===== src/sv/wgm_pkg.sv =====
`default_nettype none
// ----------------------------------------------------------------------------
// wgm_pkg
// Shared types, codes and helpers of the wildcard glob matcher.
// ----------------------------------------------------------------------------
package wgm_pkg;

	localparam int PATTERN_MAX_DEF = 64;
	localparam int CHAR_W = 16;

	localparam logic [CHAR_W-1:0] CH_QUESTION = 16'h003F;
	localparam logic [CHAR_W-1:0] CH_STAR     = 16'h002A;
	localparam logic [CHAR_W-1:0] CH_LOWER_A  = 16'h0061;
	localparam logic [CHAR_W-1:0] CH_LOWER_Z  = 16'h007A;
	localparam logic [CHAR_W-1:0] CASE_OFFSET = 16'h0020;

	typedef enum logic [1:0] {
		OP_CLEAR  = 2'd0,
		OP_APPEND = 2'd1,
		OP_TEXT   = 2'd2,
		OP_END    = 2'd3
	} opcode_t;

	typedef struct packed {
		opcode_t           opcode;
		logic [CHAR_W-1:0] char_code;
	} item_t;

	typedef struct packed {
		logic matched;
		logic pattern_overflow;
	} result_t;

	typedef struct packed {
		logic              clear;
		logic              append;
		logic [CHAR_W-1:0] char_code;
	} pat_cmd_t;

	typedef struct packed {
		logic advance;
		logic restart;
	} nfa_cmd_t;

	function automatic logic [CHAR_W-1:0] fold_case(input logic [CHAR_W-1:0] c);
		logic [CHAR_W-1:0] r;
		r = c;
		if (c >= CH_LOWER_A && c <= CH_LOWER_Z) begin
			r = c - CASE_OFFSET;
		end
		return r;
	endfunction

endpackage
`default_nettype wire


===== src/sv/wildcard_glob_matcher.sv =====
`default_nettype none
// An end-of-text transaction passes the input register, then its verdict is registered in the result register.
// Throughput: one transaction per cycle unless stalled; one input register and one result register.
// A result waiting to be taken stalls the next end-of-text transaction and every transaction behind it.
// Reset (arst_n low): pattern empty, overflow flag clear, text state restarted.
// Pattern character storage is not reset and is valid only once written.
// ----------------------------------------------------------------------------
// wildcard_glob_matcher
// Case-insensitive glob matcher for '*' and '?' over a loaded pattern.
// ----------------------------------------------------------------------------
module wildcard_glob_matcher #(
	parameter int PATTERN_MAX = wgm_pkg::PATTERN_MAX_DEF
) (
	input  wire logic             clk,
	input  wire logic             arst_n,
	input  wire logic             item_valid,
	output logic                  item_ready,
	input  wire wgm_pkg::item_t   item,
	output logic                  result_valid,
	input  wire logic             result_ready,
	output wgm_pkg::result_t      result
);

	localparam int LW = $clog2(PATTERN_MAX + 1);

	logic                   valid_s1;
	wgm_pkg::item_t         item_s1;
	logic                   go;
	logic                   result_valid_q;
	wgm_pkg::result_t       result_q;
	wgm_pkg::pat_cmd_t      pat_cmd;
	wgm_pkg::nfa_cmd_t      nfa_cmd;
	logic [LW-1:0]          length;
	logic                   overflow;
	logic [PATTERN_MAX:0]   prop;
	logic [PATTERN_MAX-1:0] stay;
	logic [PATTERN_MAX-1:0] step;
	logic                   matched;

	assign go = valid_s1 && ((item_s1.opcode != wgm_pkg::OP_END)
		|| !result_valid_q || result_ready);
	assign item_ready = !valid_s1 || go;

	always_ff @(posedge clk or negedge arst_n) begin
		if (!arst_n) begin
			valid_s1 <= 1'b0;
		end else if (item_ready) begin
			valid_s1 <= item_valid;
		end
	end

	always_ff @(posedge clk) begin
		if (item_ready && item_valid) begin
			item_s1 <= item;
		end
	end

	always_comb begin
		pat_cmd.clear     = go && (item_s1.opcode == wgm_pkg::OP_CLEAR);
		pat_cmd.append    = go && (item_s1.opcode == wgm_pkg::OP_APPEND);
		pat_cmd.char_code = item_s1.char_code;
		nfa_cmd.advance   = go && (item_s1.opcode == wgm_pkg::OP_TEXT);
		nfa_cmd.restart   = go && (item_s1.opcode != wgm_pkg::OP_TEXT);
	end

	wgm_pattern_store #(
		.PATTERN_MAX(PATTERN_MAX)
	) u_store (
		.clk      (clk),
		.arst_n   (arst_n),
		.cmd      (pat_cmd),
		.text_char(item_s1.char_code),
		.length   (length),
		.overflow (overflow),
		.prop     (prop),
		.stay     (stay),
		.step     (step)
	);

	wgm_nfa #(
		.PATTERN_MAX(PATTERN_MAX)
	) u_nfa (
		.clk    (clk),
		.arst_n (arst_n),
		.cmd    (nfa_cmd),
		.prop   (prop),
		.stay   (stay),
		.step   (step),
		.length (length),
		.matched(matched)
	);

	always_ff @(posedge clk or negedge arst_n) begin
		if (!arst_n) begin
			result_valid_q <= 1'b0;
		end else if (go && (item_s1.opcode == wgm_pkg::OP_END)) begin
			result_valid_q <= 1'b1;
		end else if (result_ready) begin
			result_valid_q <= 1'b0;
		end
	end

	always_ff @(posedge clk) begin
		if (go && (item_s1.opcode == wgm_pkg::OP_END)) begin
			result_q.matched          <= matched;
			result_q.pattern_overflow <= overflow;
		end
	end

	assign result_valid = result_valid_q;
	assign result       = result_q;

endmodule
`default_nettype wire


===== src/sv/wgm_pattern_store.sv =====
`default_nettype none
// ----------------------------------------------------------------------------
// wgm_pattern_store
// Pattern cells with length and overflow tracking. Each cell compares its
// stored character against the current text character in parallel.
// ----------------------------------------------------------------------------
module wgm_pattern_store #(
	parameter int PATTERN_MAX = wgm_pkg::PATTERN_MAX_DEF,
	localparam int LW = $clog2(PATTERN_MAX + 1),
	localparam int IW = $clog2(PATTERN_MAX)
) (
	input  wire logic                        clk,
	input  wire logic                        arst_n,
	input  wire wgm_pkg::pat_cmd_t           cmd,
	input  wire logic [wgm_pkg::CHAR_W-1:0]  text_char,
	output logic      [LW-1:0]               length,
	output logic                             overflow,
	output logic      [PATTERN_MAX:0]        prop,
	output logic      [PATTERN_MAX-1:0]      stay,
	output logic      [PATTERN_MAX-1:0]      step
);

	logic [wgm_pkg::CHAR_W-1:0] char_q [PATTERN_MAX];
	logic [PATTERN_MAX-1:0]     star_q;
	logic [PATTERN_MAX-1:0]     any_q;
	logic [LW-1:0]              length_q;
	logic                       overflow_q;
	logic                       full;
	logic [wgm_pkg::CHAR_W-1:0] text_fold;

	assign full      = (length_q == LW'(PATTERN_MAX));
	assign text_fold = wgm_pkg::fold_case(text_char);
	assign length    = length_q;
	assign overflow  = overflow_q;
	assign prop[0]   = 1'b0;

	always_ff @(posedge clk or negedge arst_n) begin
		if (!arst_n) begin
			length_q   <= '0;
			overflow_q <= 1'b0;
		end else if (cmd.clear) begin
			length_q   <= '0;
			overflow_q <= 1'b0;
		end else if (cmd.append) begin
			if (full) begin
				overflow_q <= 1'b1;
			end else begin
				length_q <= length_q + LW'(1);
			end
		end
	end

	for (genvar i = 0; i < PATTERN_MAX; i++) begin : g_cell
		logic wr;
		logic used;

		assign wr   = cmd.append && !full && (length_q[IW-1:0] == IW'(i));
		assign used = (LW'(i) < length_q);

		always_ff @(posedge clk) begin
			if (wr) begin
				char_q[i] <= wgm_pkg::fold_case(cmd.char_code);
				star_q[i] <= (cmd.char_code == wgm_pkg::CH_STAR);
				any_q[i]  <= (cmd.char_code == wgm_pkg::CH_QUESTION);
			end
		end

		assign prop[i+1] = used && star_q[i];
		assign stay[i]   = used && star_q[i];
		assign step[i]   = used && !star_q[i] && (any_q[i] || (char_q[i] == text_fold));
	end

endmodule
`default_nettype wire


===== src/sv/wgm_nfa.sv =====
`default_nettype none
// ----------------------------------------------------------------------------
// wgm_nfa
// Live position vector. Star closure is done as a carry chain through one
// wide add, then all positions advance in parallel on a text character.
// ----------------------------------------------------------------------------
module wgm_nfa #(
	parameter int PATTERN_MAX = wgm_pkg::PATTERN_MAX_DEF,
	localparam int LW = $clog2(PATTERN_MAX + 1),
	localparam int W  = PATTERN_MAX + 1
) (
	input  wire logic                   clk,
	input  wire logic                   arst_n,
	input  wire wgm_pkg::nfa_cmd_t      cmd,
	input  wire logic [W-1:0]           prop,
	input  wire logic [PATTERN_MAX-1:0] stay,
	input  wire logic [PATTERN_MAX-1:0] step,
	input  wire logic [LW-1:0]          length,
	output logic                        matched
);

	logic [W-1:0] live_q;
	logic [W:0]   add_a;
	logic [W:0]   add_b;
	logic [W:0]   add_sum;
	logic [W:0]   carry_in;
	logic [W-1:0] closed;
	logic [W-1:0] next_live;

	// Generate is the raw live bit, propagate is a star just below.
	assign add_a    = {1'b0, live_q | prop};
	assign add_b    = {1'b0, live_q};
	assign add_sum  = add_a + add_b;
	assign carry_in = add_sum ^ add_a ^ add_b;
	assign closed   = carry_in[W:1];

	assign next_live = {1'b0, closed[PATTERN_MAX-1:0] & stay}
		| {closed[PATTERN_MAX-1:0] & step, 1'b0};

	assign matched = closed[length];

	always_ff @(posedge clk or negedge arst_n) begin
		if (!arst_n) begin
			live_q <= W'(1);
		end else if (cmd.restart) begin
			live_q <= W'(1);
		end else if (cmd.advance) begin
			live_q <= next_live;
		end
	end

endmodule
`default_nettype wire


===== config.mk =====
export PLATFORM = sky130hd
export DESIGN_NAME = wildcard_glob_matcher
export DESIGN_NICKNAME = d
export VERILOG_FILES = /design/src/sv/wgm_pkg.sv /design/src/sv/wildcard_glob_matcher.sv /design/src/sv/wgm_pattern_store.sv /design/src/sv/wgm_nfa.sv
export SDC_FILE = /design/constraint.sdc
export NUM_CORES = 2
export LEC_CHECK = 0
export ABC_AREA = 0
export ABC_CLOCK_PERIOD_IN_PS = 22600
export BUFFER_PORTS_ARGS = -buffer_cell sky130_fd_sc_hd__buf_2
export CORE_ASPECT_RATIO = 2
export CORE_MARGIN = 5
export CORE_UTILIZATION = 57
export CTS_BUF_LIST = sky130_fd_sc_hd__clkbuf_16
export DETAILED_ROUTE_END_ITERATION = 8
export PLACE_DENSITY = 0.69
export SLEW_MARGIN = 20
export SYNTH_ARGS = -nofsm -noshare
export SYNTH_HDL_FRONTEND = slang
export SYNTH_SLANG_ARGS = --single-unit

===== constraint.sdc =====
create_clock -name clk -period 22.6 [get_ports clk]
set_clock_uncertainty 0.1 [all_clocks]
set_input_delay 1.13 -clock clk [delete_from_list [all_inputs] [get_ports clk]]
set_output_delay 1.13 -clock clk [all_outputs]
set_load 0.005 [all_outputs]

# Yosys cells after proc, flatten, opt, wreduce, memory -nomap -nowiden
# Memories as Yosys holds them, arrays and structs flattened.
# Index checks and enable logic that the tools add are counted.
# totals
register_bits	223
ramBits	1024
input_bits	22
out_inout_bits	4
mem_count	1
# classes
add_sub_neg	3
n_lt_le_gt_ge	67
n_eq_ne	136
mux	394
bitwise	6
reduce_logical	470
# mem_list
memory	depth	width	read_ports	rd_clocked_by_memory_dff	write_ports	line	text
u_store.char_q	64	16	64	0	1	wgm_pattern_store.sv:23	logic [wgm_pkg::CHAR_W-1:0] char_q [PATTERN_MAX];
# op_table
operator	n
two-way mux 16 bit	128
equality test 16 bit	64
OR reduction 16 bit	63
two-way mux 6 bit	63
logical AND 1 bit	265
< comparator 6 x 7 -> 1 bit (first input constant)	32
two-way mux 1 bit	197
equality test 6 bit (second input constant)	32
XOR 66 x 65 -> 66 bit	2
two-way mux 65 bit	2
bitwise AND 64 bit	2
< comparator 5 x 7 -> 1 bit (first input constant)	16
equality test 6 x 5 -> 1 bit (second input constant)	16
zero test 1 bit	67
logical OR 1 bit	67
adder 65 x 65 -> 66 bit	1
bitwise OR 64 x 65 -> 65 bit	1
bitwise OR 65 bit	1
< comparator 4 x 7 -> 1 bit (first input constant)	8
equality test 6 x 4 -> 1 bit (second input constant)	8
equality test 16 x 6 -> 1 bit (second input constant)	2
< comparator 3 x 7 -> 1 bit (first input constant)	4
equality test 6 x 3 -> 1 bit (second input constant)	4
two-way mux 7 bit	3
other kinds (18)	28

# Logic depth before layout (Yosys ltp)
# logic_depth
word_depth	73
ltp_mapped	18
depth_no_buf	14

# Hierarchy
# From an unflattened synthesis, not the netlist that was laid out.
# unflattened
cells_unflattened	4918
area_unflattened_um2	60444.2
# by_module_without_submodules
module	n_inst	cells_per_inst	area_per_inst_um2
wgm_pattern_store	1	4034	53277.3
wgm_nfa	1	848	6426.2
wildcard_glob_matcher	1	36	740.7

# Worst setup path before layout
# OpenSTA, ideal clock, no wires.
# synth_timing
path_kind	register to register
start	register item_s1[3] in the netlist's numbering
end	register u_store.any_q[0] (data pin)
setup_ns	0.863
t_arrival_ns	6.181
required_ns	21.637
path_slack_ns	15.455
stages_incl_launch_ff	7
period_less_slack_ns	7.145
cell_sequence	edfxtp_1 > clkbuf_1 > buf_1 > clkbuf_1 > buf_1 > nand2_1 > nor4_1
# synth_between
elab_chain_cells	1
# synth_lines
element	line	text
start, declared	wildcard_glob_matcher.sv:27	wgm_pkg::item_t item_s1;
start signal, assigned	wildcard_glob_matcher.sv:54	item_s1 <= item;
equality test 16 x 6 -> 1 bit	wgm_pattern_store.sv:64	any_q[i] <= (cmd.char_code == wgm_pkg::CH_QUESTION);
end signal, assigned by index	wgm_pattern_store.sv:64	
end, declared	wgm_pattern_store.sv:25	logic [PATTERN_MAX-1:0] any_q;
# Every way passes these cells.
# A chain may end at the register's enable or synchronous reset.

# Final worst setup path
# layout_timing
start	register u_store.length_q[4], in the netlist u_store.length[4]
end	register result_q, in the netlist result[1] (data pin)
# layout_between
elab_chain_cells	8
word_cells_on_any_way	134
classes_between	add/sub: 1; order compare: 64; mux: 2; bitwise: 3; reduce/logical: 64
# layout_lines
element	line	text
start, declared	wgm_pattern_store.sv:26	logic [LW-1:0] length_q;
start signal, assigned	wgm_pattern_store.sv:48	length_q <= length_q + LW'(1);
< comparator 1 x 7 -> 1 bit, or another cell as far along	wgm_pattern_store.sv:58	assign used = (LW'(i) < length_q);
logical AND 1 bit	wgm_pattern_store.sv:68	assign prop[i+1] = used && star_q[i];
bitwise OR 65 bit	wgm_nfa.sv:31	assign add_a = {1'b0, live_q | prop};
adder 65 x 65 -> 66 bit	wgm_nfa.sv:33	assign add_sum = add_a + add_b;
XOR 66 x 65 -> 66 bit (2 in a row)	wgm_nfa.sv:34	assign carry_in = add_sum ^ add_a ^ add_b;
binary-select mux 1 bit (select 7 bit) (*)	wgm_nfa.sv:40	assign matched = closed[length];
two-way mux 1 bit (implied by the code) (*)	wgm_nfa.sv:40	
via matched	wildcard_glob_matcher.sv:38	logic matched;
end, declared	wildcard_glob_matcher.sv:30	wgm_pkg::result_t result_q;
# The timed path passes the listed nets; every way through them passes the cells marked *. The select of a mux whose other input is x is not followed.

==> results.txt <==
----------------------------------------------------
[Status]
  Result of the run ... finished, final reports clean

[STA]
  Count of pins over their slew limit ... 0
  Min cycle time layout ... 6.22 ns
  Unrepaired setup endpoints after global routing ... false
  Final hold vios ... 0
  Setup-failing EPs final ... 0
  Maximum operating frequency ... 161 MHz
  Post-Route Hold Slack ... 0.338 ns
  Max-slew headroom ... 20.3%
  Transition time at the pin with the least slew margin ... 1.18 ns
  Final period utilization ... 27.5%
  Total Negative Setup Slacks ... 0 ns

[Floorplan]
  Std cell rows ... 163
  Initial core utilization ... 57.3%
  Chip height ... 454 µm
  Num ports ... 26
  Full die area ... 106000 µm²
  Core region area ... 98300 µm²
  Floorplan die width ... 232 µm

[Setup path]
  Worst path slowest cell ... dfrtp_1
  Delay of the slowest cell on the worst path ... 0.87 ns
  Category of the worst setup path capture point ... flip-flop
  Type of the setup path with the least slack ... flip-flop to flip-flop
  Worst path cell trace ... buf_4 -> or3_1 -> o21ai_1 -> or4b_1 -> or4_1 -> o21ba_1 -> o31a_4 -> o41ai_4 -> a31oi_1 -> o21a_1 -> a2bb2oi_1 -> o21ai_0 -> a41oi_1 -> o41a_1
  Crit start category ... flip-flop
  Maximum fanout along the worst path ... 25
  Worst endpoint data arrival time ... 6.71 ns
  CP Data Required Time ... 23.09 ns

[Routing]
  Total length of routed wires ... 166000 µm
  Number of vias per cell ... 6.24
  DRC violations left ... 0
  First-pass iteration count of the detailed router ... 6
  Mean routed wirelength per cell ... 30.0 µm
  Via total after detailed routing ... 34547
  Post-DRT Antenna Nets ... 0
  Initial DRC Count ... 2683

[CTS]
  CTS tree ... built
  Number of buffers on the longest clock path ... 3
  Count of H-tree levels built during CTS ... 3
  Clock-pin transition on the worst setup and hold timing paths ... 0.08 ns
  Clock root cell ... clkbuf_16
  Hold bufs inserted after CTS ... 0
  Num CTS Buffers ... 104
  Quantity of gates resized following cts ... 0
  Clock tree sinks ... 1247
  Clk_lat worst skew ... 0.72 ns
  Postcts setup bufs ... 0

[Synthesis]
  Netlist area before placement ... 56300 µm²
  Mean cell area of the mapped netlist ... 14.0 µm²
  Count of flip-flops with a built-in enable after synthesis ... 1172
  Portion of netlist area occupied by mux cells ... 0.0734%
  Yosys warns ... 0
  Ys async rst share ... 6.01%
  Basic-gate share of the synthesized area counting and, or, nand and nor cells ... 8.31%
  Sequential area share after synthesis ... 65.9%
  Compound-cell area share of the yosys netlist ... 7.94%
  Share of synthesized cell area in full adder, half adder and majority cells ... 0.111%
  Post-synthesis instance total ... 4030
  Synthesized netlist net count ... 4057
  Main combinational cell family by area after synthesis ... XOR/XNOR gates
  Most numerous cell in the Yosys netlist ... edfxtp_1
  Library cell with the largest summed area after synthesis ... edfxtp_1
  Cell types with the largest area share after synthesis ... edfxtp_1 63%, xnor2_1 9.8%, xor2_1 6.2%
  Top cell types by occurrence after synthesis ... 1172 x edfxtp_1, 633 x xnor2_1, 397 x xor2_1, 179 x nor2_1, 167 x nor4_1
  Share of Yosys cell area claimed by the top area cell type ... 62.5%
  Predominant post-synthesis flop cell ... edfxtp_1
  XOR/XNOR Fraction of Synth Area ... 16.0%
  #FFs+latches synth ... 1247
  Count of different cell masters after synthesis ... 88

[Final layout]
  Growth of design area from synthesis to finish ... 9.97%
  Final #Nets ... 4148
  Non-filler instance count after layout ... 5534
  Number of fillers in the final layout ... 7336
  Fraction of final layout cells with drive strength greater than 1 ... 9.53%

[GRT]
  Total gr overflow ... 0
  Overall Global Routing Usage ... 31.2%
  Via count of the first global-routing pass ... 35102
  Number of antenna violations at the first check in global routing ... 5
  Largest net degree at the start of global routing ... 71
  Wire length of the first global-routing pass ... 238000 µm

[Power and ir drop]
  Worst IR drop on VDD ... 0.0784 mV
  Static power due to leakage ... 19.7 nW
  Power density normalized to cell area ... 75.0 nW/µm²

[Placement]
  Post-placement cell count ... 5335
  Estimated wirelength of the detail-placed design ... 114000 µm
  RePlAce Congestion ... 1.09
  Count of input and output buffers ... 25

[Worst hold path]
  Class of the tightest hold or removal check ... primary input to asynchronous set/reset pin

[Flow run]
  Maximum capacitance violations ... 0

----------------------------------------------------
## worst max-delay path: cells and delay by family, from the launching register on
family	cells	cell delay [ns]
buffers and inverters	1	0.46
AOI/OAI and AO/OA	10	3.01
and+or+nand+nor	3	1.62
DFF	1	0.87
## cells by family after synthesis
family | Yosys count
buffers and inverters | 241
muxes | 4
DFF | 1247
and+or+nand+nor | 877
adders and majority gates | 5
xor gates and xnor gates | 1030
AOI/OAI and AO/OA | 626
## metrics by stage
stage	utilization, %	total power [mW]	setup WS [ns]	area [µm²]
finish	63.0	4.64	16.38	61900
CTS	62.9	4.67	16.56	61900
global route	63.0	4.78	16.26	61900
floorplan	-	2.81	15.46	56300
detailed placement	59.7	2.97	16.61	58700
global placement	59.7	2.97	16.66	58700
## layout by cell type, fill, tap and decap left out, types with 24 or more instances in the layout
cell type,n
edfxtp_1,1172
xnor2_1,633
xor2_1,397
nor2_1,171
nor4_1,164
buf_4,154
nand2_1,152
nand4_1,143
o21ai_0,115
clkbuf_16,107
a21oi_1,103
dfrtp_1,72
inv_1,64
a41oi_1,61
nor3_1,40
a31oi_1,40
nand3_1,39
a21o_1,27
a22o_1,27
buf_2,24
## sequential cells by signal, summed over array words and instances, names as in the netlist, 2 cells and up
signal	flops
u_store.char_q	1024
u_nfa.live_q	65
u_store.any_q	64
u_store.star_q	64
item_s1	18
u_store.length	7
result	2
## power breakdown
| group | internal [mW] | leakage [nW] | switching (mW) |
|---|---|---|---|
| sequential | 2.53 | 11.7 | 0.00995 |
| clock | 0.906 | 1.69 | 0.804 |
| combinational | 0.105 | 6.33 | 0.281 |
| total | 3.54 | 19.7 | 1.09 |
## worst paths after layout
kind / from / to / slack (ns) / cells after the start
worst max-delay path: u_store.length[4]$_DFFE_PN0P_ / result[1]$_DFFE_PP_ / 16.38 / 14
worst min-delay path: arst_n / u_nfa.live_q[25]$_DFFE_PN0P_ / 0.34 / 1
worst max register to register: u_store.length[4]$_DFFE_PN0P_ / result[1]$_DFFE_PP_ / 16.38 / 14
worst min register to register: u_store.overflow$_DFFE_PN0P_ / result[0]$_DFFE_PP_ / 0.36 / 0
max in group asynchronous: arst_n / u_store.length[6]$_DFFE_PN0P_ / 20.89 / 2
min in group clk: u_store.overflow$_DFFE_PN0P_ / result[0]$_DFFE_PP_ / 0.36 / 0
## layer usage
| layer | track usage, % | vias to the layer above | share of wire, % |
|---|---|---|---|
| li1 | - | 15360 | - |
| met1 | 33.8 | 17447 | 35 |
| met2 | 55.3 | 1209 | 52 |
| met3 | 4.19 | 531 | 4.4 |
| met4 | 23.4 | 0 | 9.3 |
| met5 | 0 | - | 0 |
## final cells by class
class | instances | area, µm² | area share, %
inverters | 42 | 163 | 0.263
flip-flops and latches | 1247 | 37100 | 59.9
repair buffers | 184 | 1400 | 2.26
clock inverters | 87 | 536 | 0.865
diodes | 5 | 12.5 | 0.0202
clock buffers | 107 | 2680 | 4.33
well taps | 1320 | 1650 | 2.67
multi-input cells | 2542 | 18400 | 29.7
Power figures use the tool's default switching activity.
